--- src/design/pac_pkg.sv ---
// shared types and constants for the popup alpha compositor
`timescale 1ns / 1ps

package pac_pkg;

  localparam int MAX_DIM_DEFAULT = 4096;

  localparam int CHAN_W      = 8;
  localparam int SIZE_W      = 13;
  localparam int POS_W       = 16;
  localparam int CFG_INDEX_W = 3;
  localparam int CFG_DATA_W  = 16;

  localparam logic [CFG_INDEX_W-1:0] REG_VIEW_WIDTH   = CFG_INDEX_W'(0);
  localparam logic [CFG_INDEX_W-1:0] REG_VIEW_HEIGHT  = CFG_INDEX_W'(1);
  localparam logic [CFG_INDEX_W-1:0] REG_POPUP_WIDTH  = CFG_INDEX_W'(2);
  localparam logic [CFG_INDEX_W-1:0] REG_POPUP_HEIGHT = CFG_INDEX_W'(3);
  localparam logic [CFG_INDEX_W-1:0] REG_POPUP_X      = CFG_INDEX_W'(4);
  localparam logic [CFG_INDEX_W-1:0] REG_POPUP_Y      = CFG_INDEX_W'(5);
  localparam logic [CFG_INDEX_W-1:0] REG_POPUP_ENABLE = CFG_INDEX_W'(6);

  localparam logic [CHAN_W-1:0] CHAN_MAX   = 8'd255;
  localparam logic [CHAN_W-1:0] ROUND_BIAS = 8'd127;

  typedef struct packed {
    logic [CHAN_W-1:0] view_blue;
    logic [CHAN_W-1:0] view_green;
    logic [CHAN_W-1:0] view_red;
    logic [CHAN_W-1:0] view_alpha;
    logic [CHAN_W-1:0] popup_blue;
    logic [CHAN_W-1:0] popup_green;
    logic [CHAN_W-1:0] popup_red;
    logic [CHAN_W-1:0] popup_alpha;
  } pixel_in_t;

  typedef struct packed {
    logic [CHAN_W-1:0] out_blue;
    logic [CHAN_W-1:0] out_green;
    logic [CHAN_W-1:0] out_red;
    logic [CHAN_W-1:0] out_alpha;
    logic              in_popup;
    logic              frame_last;
  } pixel_out_t;

endpackage

--- src/design/pac_geom.sv ---
// configuration registers and registered popup rectangle
`timescale 1ns / 1ps

module pac_geom #(
  parameter int MAX_DIM = pac_pkg::MAX_DIM_DEFAULT
) (
  input  logic                                clk,
  input  logic                                rst,
  input  logic                                cfg_write_enable,
  input  logic [pac_pkg::CFG_INDEX_W-1:0]     cfg_index,
  input  logic [pac_pkg::CFG_DATA_W-1:0]      cfg_data,
  output logic [$clog2(MAX_DIM+1)-1:0]        view_w,
  output logic [$clog2(MAX_DIM+1)-1:0]        view_h,
  output logic [$clog2(MAX_DIM+1)-1:0]        rect_x0,
  output logic [$clog2(MAX_DIM+1)-1:0]        rect_x1,
  output logic [$clog2(MAX_DIM+1)-1:0]        rect_y0,
  output logic [$clog2(MAX_DIM+1)-1:0]        rect_y1,
  output logic                                active
);

  localparam int DW = $clog2(MAX_DIM + 1);
  localparam int GA = (DW > pac_pkg::POS_W) ? DW : pac_pkg::POS_W;
  localparam int GW = ((GA > pac_pkg::SIZE_W) ? GA : pac_pkg::SIZE_W) + 1;
  localparam logic [GW-1:0] MAX_G = GW'(MAX_DIM);

  logic [pac_pkg::SIZE_W-1:0]       view_cols;
  logic [pac_pkg::SIZE_W-1:0]       view_rows;
  logic [pac_pkg::SIZE_W-1:0]       popup_cols;
  logic [pac_pkg::SIZE_W-1:0]       popup_rows;
  logic signed [pac_pkg::POS_W-1:0] popup_x;
  logic signed [pac_pkg::POS_W-1:0] popup_y;
  logic                             popup_enable;

  logic [GW-1:0] w_g;
  logic [GW-1:0] h_g;
  logic [GW-1:0] x0_g;
  logic [GW-1:0] y0_g;
  logic [GW-1:0] x1_g;
  logic [GW-1:0] y1_g;
  logic          active_next;

  always_ff @(posedge clk) begin
    if (rst) begin
      view_cols    <= '0;
      view_rows    <= '0;
      popup_cols   <= '0;
      popup_rows   <= '0;
      popup_x      <= '0;
      popup_y      <= '0;
      popup_enable <= 1'b0;
    end else if (cfg_write_enable) begin
      case (cfg_index)
        pac_pkg::REG_VIEW_WIDTH:   view_cols    <= cfg_data[pac_pkg::SIZE_W-1:0];
        pac_pkg::REG_VIEW_HEIGHT:  view_rows    <= cfg_data[pac_pkg::SIZE_W-1:0];
        pac_pkg::REG_POPUP_WIDTH:  popup_cols   <= cfg_data[pac_pkg::SIZE_W-1:0];
        pac_pkg::REG_POPUP_HEIGHT: popup_rows   <= cfg_data[pac_pkg::SIZE_W-1:0];
        pac_pkg::REG_POPUP_X:      popup_x      <= cfg_data[pac_pkg::POS_W-1:0];
        pac_pkg::REG_POPUP_Y:      popup_y      <= cfg_data[pac_pkg::POS_W-1:0];
        pac_pkg::REG_POPUP_ENABLE: popup_enable <= cfg_data[0];
        default: ;
      endcase
    end
  end

  // clamp origin into the view, pull it back if the popup overhangs
  function automatic logic [GW-1:0] fit_origin(
    input logic signed [pac_pkg::POS_W-1:0] req,
    input logic [GW-1:0]                    psize,
    input logic [GW-1:0]                    vsize
  );
    logic [GW-1:0] p;
    p = req[pac_pkg::POS_W-1] ? '0 : GW'($unsigned(req));
    if (p + psize > vsize) begin
      p = (psize >= vsize) ? '0 : vsize - psize;
    end
    return p;
  endfunction

  always_comb begin
    w_g  = (GW'(view_cols) > MAX_G) ? MAX_G : GW'(view_cols);
    h_g  = (GW'(view_rows) > MAX_G) ? MAX_G : GW'(view_rows);
    x0_g = fit_origin(popup_x, GW'(popup_cols), w_g);
    y0_g = fit_origin(popup_y, GW'(popup_rows), h_g);
    x1_g = (x0_g + GW'(popup_cols) > w_g) ? w_g : x0_g + GW'(popup_cols);
    y1_g = (y0_g + GW'(popup_rows) > h_g) ? h_g : y0_g + GW'(popup_rows);
    active_next = (w_g != '0) && (h_g != '0) && popup_enable &&
                  (popup_cols != '0) && (popup_rows != '0);
  end

  assign view_w = w_g[DW-1:0];
  assign view_h = h_g[DW-1:0];

  always_ff @(posedge clk) begin
    if (rst) begin
      active <= 1'b0;
    end else begin
      active <= active_next;
    end
  end

  // bounds only matter while active, where they all lie within the view
  always_ff @(posedge clk) begin
    rect_x0 <= x0_g[DW-1:0];
    rect_x1 <= x1_g[DW-1:0];
    rect_y0 <= y0_g[DW-1:0];
    rect_y1 <= y1_g[DW-1:0];
  end

endmodule

--- src/design/pac_raster.sv ---
// column and row counters for the raster scan
`timescale 1ns / 1ps

module pac_raster #(
  parameter int MAX_DIM = pac_pkg::MAX_DIM_DEFAULT
) (
  input  logic                            clk,
  input  logic                            rst,
  input  logic                            advance,
  input  logic [$clog2(MAX_DIM+1)-1:0]    view_w,
  input  logic [$clog2(MAX_DIM+1)-1:0]    view_h,
  output logic [$clog2(MAX_DIM)-1:0]      column,
  output logic [$clog2(MAX_DIM)-1:0]      row,
  output logic                            frame_last
);

  localparam int DW = $clog2(MAX_DIM + 1);
  localparam int CW = $clog2(MAX_DIM);

  logic          view_ok;
  logic          row_end;
  logic          row_final;
  logic [DW-1:0] column_inc;
  logic [DW-1:0] row_inc;
  logic [CW-1:0] column_next;
  logic [CW-1:0] row_next;

  always_comb begin
    view_ok    = (view_w != '0) && (view_h != '0);
    column_inc = DW'(column) + DW'(1);
    row_inc    = DW'(row) + DW'(1);
    // at or past the edge ends the line, also after a size change
    row_end    = column_inc >= view_w;
    row_final  = row_inc >= view_h;
    frame_last = view_ok && row_end && row_final;

    column_next = column;
    row_next    = row;
    if (view_ok) begin
      if (row_end) begin
        column_next = '0;
        row_next    = row_final ? '0 : row_inc[CW-1:0];
      end else begin
        column_next = column_inc[CW-1:0];
      end
    end
  end

  always_ff @(posedge clk) begin
    if (rst) begin
      column <= '0;
      row    <= '0;
    end else if (advance) begin
      column <= column_next;
      row    <= row_next;
    end
  end

endmodule

--- src/design/pac_pixel.sv ---
// rectangle test and premultiplied source-over blend for one pixel
`timescale 1ns / 1ps

module pac_pixel #(
  parameter int MAX_DIM = pac_pkg::MAX_DIM_DEFAULT
) (
  input  pac_pkg::pixel_in_t              pix,
  input  logic [$clog2(MAX_DIM)-1:0]      column,
  input  logic [$clog2(MAX_DIM)-1:0]      row,
  input  logic                            last,
  input  logic [$clog2(MAX_DIM+1)-1:0]    rect_x0,
  input  logic [$clog2(MAX_DIM+1)-1:0]    rect_x1,
  input  logic [$clog2(MAX_DIM+1)-1:0]    rect_y0,
  input  logic [$clog2(MAX_DIM+1)-1:0]    rect_y1,
  input  logic                            active,
  output pac_pkg::pixel_out_t             res
);

  localparam int DW = $clog2(MAX_DIM + 1);
  localparam int CH = pac_pkg::CHAN_W;

  // src + round(dst * (255 - a) / 255), saturated
  function automatic logic [CH-1:0] blend_term(
    input logic [CH-1:0] src,
    input logic [CH-1:0] a,
    input logic [CH-1:0] dst
  );
    logic [2*CH-1:0] y;
    logic [2*CH-1:0] t;
    logic [CH:0]     s;
    y = (2*CH)'(dst) * (2*CH)'(pac_pkg::CHAN_MAX - a) + (2*CH)'(pac_pkg::ROUND_BIAS);
    // floor(y / 255) for y below 255 * 256
    t = y + (2*CH)'(1) + (y >> CH);
    s = (CH+1)'(src) + (CH+1)'(t[2*CH-1:CH]);
    return s[CH] ? pac_pkg::CHAN_MAX : s[CH-1:0];
  endfunction

  logic hit;

  always_comb begin
    hit = active &&
          (DW'(column) >= rect_x0) && (DW'(column) < rect_x1) &&
          (DW'(row) >= rect_y0) && (DW'(row) < rect_y1);

    res.out_blue   = pix.view_blue;
    res.out_green  = pix.view_green;
    res.out_red    = pix.view_red;
    res.out_alpha  = pix.view_alpha;
    res.in_popup   = hit;
    res.frame_last = last;

    if (hit) begin
      if (pix.popup_alpha == pac_pkg::CHAN_MAX) begin
        res.out_blue  = pix.popup_blue;
        res.out_green = pix.popup_green;
        res.out_red   = pix.popup_red;
        res.out_alpha = pac_pkg::CHAN_MAX;
      end else if (pix.popup_alpha != '0) begin
        res.out_blue  = blend_term(pix.popup_blue, pix.popup_alpha, pix.view_blue);
        res.out_green = blend_term(pix.popup_green, pix.popup_alpha, pix.view_green);
        res.out_red   = blend_term(pix.popup_red, pix.popup_alpha, pix.view_red);
        res.out_alpha = blend_term(pix.popup_alpha, pix.popup_alpha, pix.view_alpha);
      end
    end
  end

endmodule

--- src/design/popup_alpha_compositor.sv ---
// top level: popup over view compositor, one pixel per clock while the output is not stalled
//
//   channel | signals                               | payload
//   --------+---------------------------------------+--------------------
//   in      | in_valid, in_ready, in_data           | pac_pkg::pixel_in_t
//   out     | out_valid, out_ready, out_data        | pac_pkg::pixel_out_t
//   cfg     | cfg_write_enable, cfg_index, cfg_data | register write
//
// one transaction per clock sustained while out_ready stays high; the result passes the input
// register, the blend and the output register before it can be taken
// each channel's blend path is one 8x8 multiply, a divide-by-255 add and a saturating add
// rst is synchronous; counters, config and valid flags clear, no clearing pass
// a stalled output holds its transaction, and the input register still takes one more
`timescale 1ns / 1ps

module popup_alpha_compositor #(
  parameter int MAX_DIM = pac_pkg::MAX_DIM_DEFAULT
) (
  input  logic                            clk,
  input  logic                            rst,
  input  logic                            in_valid,
  output logic                            in_ready,
  input  pac_pkg::pixel_in_t              in_data,
  output logic                            out_valid,
  input  logic                            out_ready,
  output pac_pkg::pixel_out_t             out_data,
  input  logic                            cfg_write_enable,
  input  logic [pac_pkg::CFG_INDEX_W-1:0] cfg_index,
  input  logic [pac_pkg::CFG_DATA_W-1:0]  cfg_data
);

  localparam int DW = $clog2(MAX_DIM + 1);
  localparam int CW = $clog2(MAX_DIM);

  logic [DW-1:0] view_w;
  logic [DW-1:0] view_h;
  logic [DW-1:0] rect_x0;
  logic [DW-1:0] rect_x1;
  logic [DW-1:0] rect_y0;
  logic [DW-1:0] rect_y1;
  logic          active;

  logic [CW-1:0] column;
  logic [CW-1:0] row;
  logic          last;

  logic               accept;
  logic               s1_advance;
  logic               s1_valid;
  pac_pkg::pixel_in_t s1_pix;
  logic [CW-1:0]      s1_column;
  logic [CW-1:0]      s1_row;
  logic               s1_last;
  pac_pkg::pixel_out_t pixel_res;

  assign s1_advance = !out_valid || out_ready;
  assign in_ready   = !s1_valid || s1_advance;
  assign accept     = in_valid && in_ready;

  pac_geom #(.MAX_DIM(MAX_DIM)) u_geom (
    .clk              (clk),
    .rst              (rst),
    .cfg_write_enable (cfg_write_enable),
    .cfg_index        (cfg_index),
    .cfg_data         (cfg_data),
    .view_w           (view_w),
    .view_h           (view_h),
    .rect_x0          (rect_x0),
    .rect_x1          (rect_x1),
    .rect_y0          (rect_y0),
    .rect_y1          (rect_y1),
    .active           (active)
  );

  pac_raster #(.MAX_DIM(MAX_DIM)) u_raster (
    .clk        (clk),
    .rst        (rst),
    .advance    (accept),
    .view_w     (view_w),
    .view_h     (view_h),
    .column     (column),
    .row        (row),
    .frame_last (last)
  );

  pac_pixel #(.MAX_DIM(MAX_DIM)) u_pixel (
    .pix     (s1_pix),
    .column  (s1_column),
    .row     (s1_row),
    .last    (s1_last),
    .rect_x0 (rect_x0),
    .rect_x1 (rect_x1),
    .rect_y0 (rect_y0),
    .rect_y1 (rect_y1),
    .active  (active),
    .res     (pixel_res)
  );

  always_ff @(posedge clk) begin
    if (rst) begin
      s1_valid  <= 1'b0;
      out_valid <= 1'b0;
    end else begin
      if (in_ready) begin
        s1_valid <= in_valid;
      end
      if (s1_advance) begin
        out_valid <= s1_valid;
      end
    end
  end

  // position is taken with the pixel so it stays tied to its transaction
  always_ff @(posedge clk) begin
    if (accept) begin
      s1_pix    <= in_data;
      s1_column <= column;
      s1_row    <= row;
      s1_last   <= last;
    end
    if (s1_advance && s1_valid) begin
      out_data <= pixel_res;
    end
  end

endmodule

--- config.mk ---
export PLATFORM = sky130hd
export DESIGN_NAME = popup_alpha_compositor
export DESIGN_NICKNAME = d
export VERILOG_FILES = /design/src/design/pac_pkg.sv /design/src/design/pac_geom.sv /design/src/design/pac_raster.sv /design/src/design/pac_pixel.sv /design/src/design/popup_alpha_compositor.sv
export SDC_FILE = /design/constraint.sdc
export NUM_CORES = 1
export LEC_CHECK = 0
export ABC_AREA = 1
export ABC_CLOCK_PERIOD_IN_PS = 10800
export BUFFER_PORTS_ARGS = -buffer_cell sky130_fd_sc_hd__buf_2
export CAP_MARGIN = 20
export CORE_AREA = 3 3 277 279
export DETAILED_ROUTE_END_ITERATION = 12
export DIE_AREA = 0 0 280 282
export GPL_ROUTABILITY_DRIVEN = 0
export SYNTH_ARGS = -nofsm -noshare
export SYNTH_HDL_FRONTEND = slang
export SYNTH_SLANG_ARGS = --single-unit
--- constraint.sdc ---
create_clock -name clk -period 10.8 [get_ports clk]
set_input_delay 0.54 -clock clk [delete_from_list [all_inputs] [get_ports clk]]
set_output_delay 0.54 -clock clk [all_outputs]
set_load 0.05 [all_outputs]
[Word level (Yosys, flattened, before mapping)]
Index checks and enable logic that the tools add are counted.
Storage, ports and cells
  flip-flop bits (word level): 287
  latch bits: 0
  bits in writable memories: 0
  ROM bits: 0
  output and inout port bits: 36
  memories: 0
Operators by class
  add/subtract/negate cells: 25
  multipliers: 4
  divide/modulo/power cells: 0
  magnitude comparators: 14
  equal/unequal tests: 7
  shift-type cells: 0
  multiplexer cells: 19
  bitwise logic cells: 0
  reductions and logical operators: 34
Operator list (number)
  $mux W32: 3
  $add A17 B13 Y17: 4
  $mux W17: 4
  $add A16 B1 Y16 const B: 4
  $add A16 B7 Y16 const B: 4
  $add A16 B8 Y16: 4
  $mul A8 B16 Y16: 4
  $mux W13: 4
  $reduce_bool A13 Y1: 4
  $add A8 B8 Y9: 4
  $ge A13 B17 Y1: 2
  $gt A17 B13 Y1: 2
  $gt A17 B17 Y1: 2
  $reduce_bool A17 Y1: 2
  $sub A17 B13 Y17: 2
  $mux W8: 4
  $mux W15: 2
  $add A12 B1 Y13 const B: 2
  $ge A12 B13 Y1: 2
  $ge A13 B13 Y1: 2
  $gt A13 B13 Y1 const B: 2
  $lt A12 B13 Y1: 2
  $mux W12: 2
  $reduce_and A2 Y1: 8
  11 further kinds: 28

[Logic depth before layout (Yosys ltp)]
Gate-level depths: netlist of the first run.
  depth in word-level cells: 10
  mapped depth: 54
  mapped depth without buffers: 50

[Hierarchy]
From an unflattened synthesis of the first run, not the netlist that was laid out.
Unflattened totals
  cell total of the unflattened synthesis: 4606
  area, all modules: 32641.3 um^2
Modules (own cells, without submodules)
  pac_pixel: instances 1, cells each 2558, area an instance 15945.3 um^2
  pac_geom: instances 1, cells each 1505, area an instance 10476.3 um^2
  popup_alpha_compositor: instances 1, cells each 135, area an instance 3784.9 um^2
  pac_raster: instances 1, cells each 408, area an instance 2434.8 um^2

[Worst setup path after synthesis of the first run]
Ideal clock, no wire load.
  kind: reg2reg
  start point: register s1_pix[5] (netlist name)
  end point: register out_data[33] (netlist name) (data pin)
  arrival time: 7.404 ns
  required time: 10.670 ns
  path slack: 3.266 ns
  stages on the path, launching flop included: 42
  path buffers: 2
  path through: edfxtp_1 > inv_1 > clkbuf_1 > buf_1 > nand2_1 > fa_1 > inv_1 > fa_1 > fa_1 > inv_1 > fa_1 > inv_1 > ha_1 > nand2_1 > o21ai_0 > nand2_1 > nand3_1 > nand3_1 > [... 6 more ...] > nand3_1 > nor2_1 > ha_1 > inv_1 > fa_1 > o21ai_0 > nand2_1 > nand2_1 > a21oi_1 > nor2_1 > nor2_1 > o21ai_1 > inv_1 > nand3_1 > o211ai_1 > nand2_1 > nand2_1 > nand2_1
RTL lines
  from (decl): line popup_alpha_compositor.sv:50  | pac_pkg::pixel_in_t s1_pix;
  from (signal assigned): line popup_alpha_compositor.sv:116  | s1_pix <= in_data;
  to (signal assigned): line popup_alpha_compositor.sv:122  | out_data <= pixel_res;
  to (decl): line popup_alpha_compositor.sv:26  | output pac_pkg::pixel_out_t out_data,

==> impl_metrics.tcl, run 1 <==
set metrics [dict create \
    worstPathArrival_ps 9440 \
    slew_viol_final 0 \
    crit_top_cell "nand2_1" \
    tritoncts.num_buffers 37 \
    setup-tns-final_ps 0 \
    synthToLayoutAreaGrowth_pct 9.61 \
    cpMaxStageDelayCell "inv_1" \
    max_clock_freq_mhz 111 \
    vdd.ir_drop.worst_mv 0.199 \
    place.detailed.instances 4993 \
    grt.met1_usage_pct 28.7 \
    cts-root-to-sink-buffers 3 \
    fp.dieArea_mm2 0.0790 \
    htree_levels 2 \
    worstSetupEndpointType "flop" \
    grt_use_met3_pct 3.37 \
    globalRouteTotalUtil_pct 21.4 \
    grt_pass1_vias 25480 \
    rsz0062_at_grt "false" \
    synth.lib_cells_used.distinct 58 \
    post_cts_resize_count 0 \
    gr-max-usage-layer "met2" \
    synth.mux.area_fraction_pct 0 \
    synth_top_family_by_area "adder cells" \
    wirelength_um 84200 \
    grt_start_max_net_pins 86 \
    clkLatencyLatePin_ps 580 \
    slowest_cell_delay_on_critical_path_ps 830 \
    period_needed_ps 9000 \
    wire_per_inst_um 16.6 \
    synth-seq-cells 287 \
    synth-warning-count 0 \
    antenna_cells_inserted 0 \
    die_w_um 280 \
    timing.final.setup_violations 0 \
    post_synth_fa_ha_maj_area_fraction_pct 28.5 \
    post-cts-setup-buffer-count 0 \
    final_cell_mix "nand2_1, inv_1, nor2_1" \
    sequential_fraction_of_the_synthesis_area_pct 23.5 \
    min_period_over_period_pct 83.4 \
    critical_path.max_fanout 29 \
    critPathBufInv 7 \
    timing.hold.worst.class "in2reg" \
    hold_start "in_data[45]" \
    detail-route-antenna-nets 0 \
    globalRouteOverflowTotal 0 \
    first_iter_violations 1357 \
    clk_root_buffer_cell "clkbuf_16" \
    synth-edff-count 123 \
    crit_path_start "s1_pix[5]$_DFFE_PP_" \
    synthesis.area_mm2 0.0297 \
    cellPowerDensity_mw_per_mm2 279 \
    synth-async-reset-ratio_pct 0 \
    placement.io_buffers 123 \
    critical_path_required_ps 11240 \
    critical_path.top_delay_family "adder cells" \
    timing_worst_slew_pin_value_ps 1050 \
    grt_util_met2_pct 36.1 \
    die_height_um 282 \
    final-hold-violation-count 0 \
    worst_r2r_startpoint "s1_pix[5]$_DFFE_PP_" \
    synth-simple-area-share_pct 21.0 \
    core_mm2 0.0744 \
    clk_transition_reported_paths_ps 70 \
    num-nets-final 4719 \
    finalNonFillerCells 5061 \
    setup.worst_path.start_class "flop" \
    firstDrtPassIters 5 \
    number_of_hold_repair_buffers_added_at_the_cts_stage 0 \
    clock-sinks 287 \
    synth_compound_gate_area_share_pct 12.2 \
    fp-row-count 100 \
    routed_via_density 5.10 \
    place_hpwl_um 66600 \
    mappedNetlistNets 4631 \
    synth-main-ff-cell "dfxtp_1" \
    leakage_power_nw 16.7 \
    synth-xor-area-share_pct 3.99 \
    via_count 25803 \
    max-cap-violations 0 \
    i_o_pin_cnt 124 \
    first_pass_grt_wire_length_um 135000 \
    final_layout_size_suffix_gt1_share_pct 6.26 \
    status "completed" \
    initial_antenna_violation_count 0 \
    timing.slew.headroom_pct 29.9 \
    syn_inst 3975 \
    start_util_pct 39.8 \
    layout_commonest_cell "nand2_1" \
    post-route-drc-count 0 \
    critPathKind "reg2reg" \
    cts_tree "yes" \
    worst_clock_skew_ps 22.7 \
    avgSynthCellArea_um2 7.46 \
]
## Yosys cell counts, drive strengths merged (3+ instances only)
| cell type | instances | share of area, % |
|---|---|---|
| nand2 | 772 | 10 |
| inv | 749 | 9.5 |
| nor2 | 420 | 5.4 |
| ha | 390 | 16 |
| a21oi | 285 | 4.9 |
| o21ai | 248 | 4.2 |
| fa | 178 | 12 |
| dfxtp | 164 | 11 |
| nand3 | 136 | 2.4 |
| edfxtp | 123 | 12 |
| xor2 | 102 | 3.0 |
| clkbuf | 63 | 0.80 |
| nand4 | 60 | 1.3 |
| nor3 | 44 | 0.74 |
| xnor2 | 33 | 0.97 |
| buf | 24 | 0.51 |
| nor4 | 23 | 0.49 |
| a31oi | 22 | 0.46 |
| o211ai | 21 | 0.53 |
| a21o | 15 | 0.38 |
| or2 | 15 | 0.32 |
| o22ai | 12 | 0.25 |
| a21boi | 10 | 0.27 |
| nand3b | 9 | 0.23 |
| o21bai | 9 | 0.23 |
| clkinv | 7 | 0.089 |
| a211oi | 5 | 0.13 |
| o31ai | 5 | 0.13 |
| a22oi | 4 | 0.10 |
| o2111ai | 4 | 0.12 |
| o41ai | 4 | 0.12 |
| and3 | 3 | 0.063 |
| o21a | 3 | 0.076 |
## path summary, 6_finish.rpt
path                             to  slack [ps]  depth (start not counted)
max          out_data[33]$_DFFE_PP_        1800                         39
min reg2reg     s1_row[5]$_DFFE_PP_         440                          0
min            s1_pix[45]$_DFFE_PP_         130                          1
max reg2reg  out_data[33]$_DFFE_PP_        1800                         39
## area by class of cell
cell class	instances	area [µm²]
multi-input cells	2845	19500
flip-flops and latches	287	6980
clock inverters	17	236
inverters	756	2840
clock buffers	51	1060
fillers	7567	41900
well taps	969	1210
repair buffers	136	713
## logic make-up (layout without fill, tap and decap cells)
| family | after synthesis | after routing |
|---|---|---|
| simple gates | 1485 | 1485 |
| buf+inv | 843 | 960 |
| xor+xnor | 135 | 135 |
| fa+ha+maj | 568 | 568 |
| flops | 287 | 287 |
| compound gates | 657 | 657 |
## where the power goes
part / internal [W] / switching [W] / total (W)
Clock: 0.000795 / 0.000544 / 0.00134
Sequential: 0.00124 / 0.0000714 / 0.00131
Combinational: 0.00248 / 0.00393 / 0.00642
Total: 0.00452 / 0.00455 / 0.00907
## stage by stage
step / cell area [µm²] / hold slack (ps) / setup slack [ps] / total power (W) / utilization (%)
after floorplan: 29700 / 400 / 3270 / 0.00635 / -
after detailed placement: 31200 / 408 / 1970 / 0.00768 / 41.9
after global routing: 32500 / 111 / 944 / 0.0102 / 43.7
final: 32500 / 132 / 1800 / 0.00907 / 43.7
after global placement: 31200 / 416 / 2120 / 0.00763 / 41.9
after CTS: 32500 / 97.3 / 1930 / 0.00908 / 43.7
## registers in the layout (all words and copies together), names as in the netlist, 12 cells and up
name	flops
out_data	34
s1_column	12
s1_pix	64
s1_row	12
u_geom.popup_cols	13
u_geom.popup_rows	13
u_geom.popup_x	16
u_geom.popup_y	16
u_geom.rect_x0	13
u_geom.rect_x1	13
u_geom.rect_y0	13
u_geom.rect_y1	13
u_geom.view_cols	13
u_geom.view_rows	13
u_raster.column	12
u_raster.row	12
## routing by layer
layer / up-vias / part of all wire, % / wire length, µm
met5: - / 0 / 0
met4: 0 / 2.5 / 2120
met3: 128 / 5.6 / 4710
met2: 633 / 46 / 38700
met1: 12030 / 46 / 38700
li1: 13012 / - / -
(Power assumes the default switching activity.)
==> run 2: changes to the inputs <==
- ABC_AREA: 1 -> 0
- ABC_CLOCK_PERIOD_IN_PS: 10800 -> 9200
- CORE_AREA: 3 3 277 279 -> 3 3 275 277
- DIE_AREA: 0 0 280 282 -> 0 0 278 280
- clock period: 10.8 -> 9.2 ns (I/O delays scaled with it)
==> run 2 against run 1 <==
Clock skew grew 25 ps. Count of clock-buffer cells in the layout fell by 5. Cell area is 1.4% higher.
==> impl_metrics.tcl, run 2 <==
set metrics [dict create \
    synth-warning-count 0 \
    wire_per_inst_um 17.2 \
    first_iter_violations 1138 \
    final-hold-violation-count 0 \
    num-nets-final 4142 \
    cts_tree "yes" \
    detail-route-antenna-nets 0 \
    crit_top_cell "fa_1" \
    dp_worst_setup_slack_ps 407 \
    via_count 23123 \
    post-route-drc-count 0 \
    tritoncts.num_buffers 37 \
    die_height_um 280 \
    wirelength_um 77100 \
    initial_antenna_violation_count 5 \
    slowest_cell_delay_on_critical_path_ps 600 \
    synth_top_cells_by_area "ha_1, edfxtp_1, fa_1" \
    sequential_fraction_of_the_synthesis_area_pct 23.8 \
    critPathBufInv 4 \
    globalRouteTotalUtil_pct 19.7 \
    start_util_pct 40.1 \
    place.detailed.instances 4384 \
    final_layout_size_suffix_gt1_share_pct 10.5 \
    cts-root-to-sink-buffers 3 \
    firstDrtPassIters 5 \
    first_pass_grt_wire_length_um 123000 \
    clk_root_buffer_cell "clkbuf_16" \
    synthToLayoutAreaGrowth_pct 12.3 \
    layout_commonest_cell "inv_1" \
    layout_top_registers "s1_pix x64, out_data x34" \
    fp.dieArea_mm2 0.0778 \
    fp-row-count 99 \
    critical_path_cell_count 35 \
    finalNonFillerCells 4477 \
    timing.final.setup_violations 0 \
    synth-seq-cells 287 \
    yosys.area.top_type_share_pct 16.6 \
    avgSynthCellArea_um2 8.83 \
    routed_via_density 5.16 \
    leakage_power_nw 15.3 \
    vdd.ir_drop.worst_mv 0.194 \
    fin_ws_ps 595 \
    worstSetupEndpointType "flop" \
    rr_worst_depth 35 \
    worstPathArrival_ps 8880 \
    totalPowerFinal_w 0.00908 \
    cellPowerDensity_mw_per_mm2 275 \
    max_clock_freq_mhz 116 \
    period_needed_ps 8600 \
    i_o_pin_cnt 124 \
    max-cap-violations 0 \
    synth-async-reset-ratio_pct 0 \
    status "completed" \
    synthesis.area_mm2 0.0293 \
    min_period_over_period_pct 93.5 \
    setup.worst_path.start_class "flop" \
    slew_viol_final 0 \
    critical_path.top_delay_family "adder cells" \
    htree_levels 2 \
    clkLatencyLatePin_ps 610 \
    final_core_utilization_pct 45.1 \
    setup-tns-final_ps 0 \
    synth.lib_cells_used.distinct 107 \
    final_cell_mix "inv_1, ha_1, nand2_1" \
    number_of_flip_flops_under_the_largest_register_name 64 \
    place_hpwl_um 61000 \
    rsz0062_at_grt "true" \
    core_mm2 0.0731 \
    synth-edff-count 123 \
    mappedNetlistNets 3978 \
    cpMaxStageDelayCell "edfxtp_1" \
    critPathKind "reg2reg" \
    critical_path_required_ps 9480 \
    synth-main-ff-cell "dfxtp_1" \
    synth_largest_area_cell "ha_1" \
    hold_depth 1 \
    grt_start_max_net_pins 76 \
    yosys.cell_count.top_type "inv_1" \
    grt_pass1_vias 22917 \
    synth.top_cells.by_count "inv_1, ha_1, nand2_1" \
    clock-sinks 287 \
    critical_path.max_fanout 9 \
    clk_transition_reported_paths_ps 60 \
    globalRouteOverflowTotal 0 \
    timing.hold.worst.class "in2reg" \
    die_w_um 278 \
    register_containing_the_most_flip_flops_in_the_final_layout "s1_pix" \
    placement.io_buffers 123 \
    timing_worst_slew_pin_value_ps 1000 \
    syn_inst 3322 \
    timing.slew.headroom_pct 33.3 \
    worst_clock_skew_ps 47.3 \
]
-- run 2: cell count changes after synthesis, sizes merged, moves of 32 or more --
cell and delta:
nor2 -283, xnor2 +68, nor2b +179, inv -293
o21a +33, a21o +66, nand2b +153, xor2 -36
nand2 -458, mux2 +34, nand4 -32, o21ai -105
nand3 -72, a21oi -68
-- run 2: kinds of logic (layout without fill, tap and decap cells) --
logic type      count (synthesis)  in the layout  synth area share, %
compound gates                677            677                 14.9
xor+xnor                      167            167                 4.99
fa+ha+maj                     575            575                 29.0
buf+inv                       549            742                 7.34
flops                         287            287                 23.8
mux                            45             45                 1.89
other cells                     0              3                    0
simple gates                 1022           1022                 18.0
-- run 2: power breakdown --
group | internal (W) | switching (W) | leakage (nW) | total [W]
registers | 0.00140 | 0.0000634 | 2.53 | 0.00147
clock network | 0.00100 | 0.000652 | 0.669 | 0.00165
logic | 0.00269 | 0.00326 | 12.1 | 0.00596
total | 0.00510 | 0.00398 | 15.3 | 0.00908
-- run 2: layer usage --
layer,track usage (%),up-vias,routed length [µm]
met3,3.10,78,3750
met2,33.8,390,36200
met1,26.1,11030,35500
met5,0,-,13
li1,-,11623,-
met4,4.62,2,1650
-- run 2: layout make-up --
| class | instances | area [µm²] |
|---|---|---|
| diodes | 3 | 7.51 |
| clock buffers | 46 | 1020 |
| clock inverters | 22 | 377 |
| fillers | 7200 | 40100 |
| inverters | 457 | 1720 |
| multi-input cells | 2486 | 20300 |
| flip-flops and latches | 287 | 6980 |
| well taps | 959 | 1200 |
| repair buffers | 217 | 1400 |
-- run 2: worst paths after layout --
path	startpoint	slack [ps]	to
worst max register to register	s1_pix[43]$_DFFE_PP_	600	out_data[10]$_DFFE_PP_
worst min register to register	s1_last$_DFFE_PP_	440	out_data[0]$_DFFE_PP_
worst min-delay path	in_data[59]	30	s1_pix[59]$_DFFE_PP_
worst max-delay path	s1_pix[43]$_DFFE_PP_	600	out_data[10]$_DFFE_PP_
-- run 2: stage by stage --
step                cell area, µm²  hold WS (ps)
finish                       33000          33.3
detailed placement           31300           428
global placement             31300           403
CTS                          32700         0.758
floorplan                    29300           400
global route                 32900          12.6
-- run 2: timing repair --
item / CTS / global route
gates resized for setup: 0 / 12
setup buffers: 0 / 19
setup endpoints to repair: 0 / 39
hold buffers: 2 / 0
endpoints found under the hold margin: 2 / 0
==> run 3: changes to the inputs <==
- PLACE_DENSITY: default -> 0.63
==> run 3 against run 2 <==
Clock power decreased by 5%. Non-clock buffer count decreased by 34. Cell area decreased by 0.57%. Critical path type unchanged. Core utilization decreased by 0.26 points. Worst hold slack improved by 3.5 ps. Largest cell class unchanged. Largest power group unchanged. Cell count decreased by 0.69%.
==> impl_metrics.tcl, run 3 (synthesis gave the netlist of run 2 again) <==
set metrics [dict create \
    clk_root_buffer_cell "clkbuf_16" \
    die_height_um 280 \
    synthToLayoutAreaGrowth_pct 11.7 \
    num-nets-final 4110 \
    layout_top_registers "s1_pix x64, out_data x34" \
    drt-met1-wl_um 34600 \
    critPathKind "reg2reg" \
    clkLatencyLatePin_ps 600 \
    timing.final.setup_violations 0 \
    timing.hold.worst.class "in2reg" \
    htree_levels 2 \
    fin_ws_ps 501 \
    firstDrtPassIters 5 \
    critical_path.max_fanout 13 \
    die_w_um 278 \
    routed_via_density 5.19 \
    cts_tree "yes" \
    cpMaxStageDelayCell "fa_1" \
    grt_pass1_vias 22958 \
    final_cell_mix "inv_1, ha_1, nand2_1" \
    i_o_pin_cnt 124 \
    first_pass_grt_wire_length_um 122000 \
    fp.dieArea_mm2 0.0778 \
    via_count 23063 \
    setup.worst_path.start_class "flop" \
    tritoncts.num_buffers 38 \
    min_period_over_period_pct 94.6 \
    period_needed_ps 8700 \
    clock-sinks 287 \
    worstSetupEndpointType "flop" \
    register_containing_the_most_flip_flops_in_the_final_layout "s1_pix" \
    worstPathArrival_ps 8970 \
    placement.io_buffers 123 \
    initial_antenna_violation_count 5 \
    finalNonFillerCells 4446 \
    final_layout_size_suffix_gt1_share_pct 10.3 \
    filler_cells_inserted 7190 \
    dpl-instance-area_mm2 0.0311 \
    timing.slew.headroom_pct 30.8 \
    vdd.ir_drop.worst_mv 0.183 \
    globalRouteOverflowTotal 0 \
    number_of_flip_flops_under_the_largest_register_name 64 \
    wire_per_inst_um 17.0 \
    met2WireLength_um 34900 \
    slowest_cell_delay_on_critical_path_ps 550 \
    fp-row-count 99 \
    timing_worst_slew_pin_value_ps 1030 \
    post-route-drc-count 0 \
    dp_worst_setup_slack_ps 98.2 \
    status "completed" \
    critical_path_required_ps 9470 \
    leakage_power_nw 15.2 \
    clk_transition_reported_paths_ps 60 \
    wirelength_um 75800 \
    start_util_pct 40.1 \
    final-hold-violation-count 0 \
    layout.cell_area.non_filler_mm2 0.0328 \
    worst_clock_skew_ps 31.1 \
    cts-root-to-sink-buffers 3 \
    detail-route-antenna-nets 0 \
    place.detailed.instances 4356 \
    layout_commonest_cell "inv_1" \
    globalRouteTotalUtil_pct 19.5 \
    final_core_utilization_pct 44.8 \
    max-cap-violations 0 \
    max_clock_freq_mhz 115 \
    slew_viol_final 0 \
    first_iter_violations 1062 \
    met3_length_um 3790 \
    cellPowerDensity_mw_per_mm2 278 \
    maxUsedRoutingLayer "met5" \
    core_mm2 0.0731 \
    place_hpwl_um 59900 \
    grt_start_max_net_pins 61 \
]
run 3: final timing paths:
check	from	to	slack (ps)	depth (start not counted)
hold reg to reg	s1_last$_DFFE_PP_	out_data[0]$_DFFE_PP_	440	0
hold / removal	in_data[63]	s1_pix[63]$_DFFE_PP_	40	1
setup reg to reg	s1_pix[4]$_DFFE_PP_	out_data[26]$_DFFE_PP_	500	38
setup / recovery	s1_pix[4]$_DFFE_PP_	out_data[26]$_DFFE_PP_	500	38
run 3: layout make-up:
| class | instances | area, µm² | share of cell area (%) |
|---|---|---|---|
| timing repair buffer | 183 | 1140 | 3.49 |
| sequential | 287 | 6980 | 21.3 |
| antenna | 3 | 7.51 | 0.0229 |
| multi-input combinational | 2487 | 20400 | 62.2 |
| tap | 959 | 1200 | 3.66 |
| inverter | 457 | 1720 | 5.24 |
| clock inverter | 22 | 262 | 0.798 |
| clock buffer | 48 | 1070 | 3.27 |
run 3: worst max-delay path: cells and delay by family (launching register included):
family,cells,cell delay (ps)
DFF,1,360
buffers and inverters,7,840
adders and majority gates,7,2920
and+or+nand+nor,7,1460
AOI/OAI and AO/OA,15,2540
xor gates and xnor gates,2,250
run 3: power breakdown:
part,internal (W),total [W],leakage (nW),switching [W]
registers,0.00140,0.00146,2.53,0.0000610
logic,0.00273,0.00607,12.0,0.00333
clock network,0.000907,0.00157,0.656,0.000659
total,0.00504,0.00909,15.2,0.00405
run 3: timing repair:
| item | in CTS | in global routing |
|---|---|---|
| endpoints found under the setup margin | 0 | 55 |
| hold endpoints to repair | 1 | 0 |
| buffers inserted | 0 | 15 |
| hold buffers | 1 | 0 |
| resized for setup | 0 | 43 |
run 3: metal layers:
layer	global-route usage (%)	vias to the layer above
met1	25.9	10957
met3	3.03	121
met2	32.6	415
met5	0	-
met4	6.36	2
li1	-	11568
run 3: per-stage QoR:
step           hold slack, ps  total power [W]  TNS, ps
2_1_floorplan             400          0.00617        0
3_3_place_gp              427          0.00731        0
3_5_place_dp              415          0.00737        0
4_1_cts                  1.76          0.00902        0
5_1_grt                  13.3           0.0101    -16.9
6_report                 36.8          0.00909        0
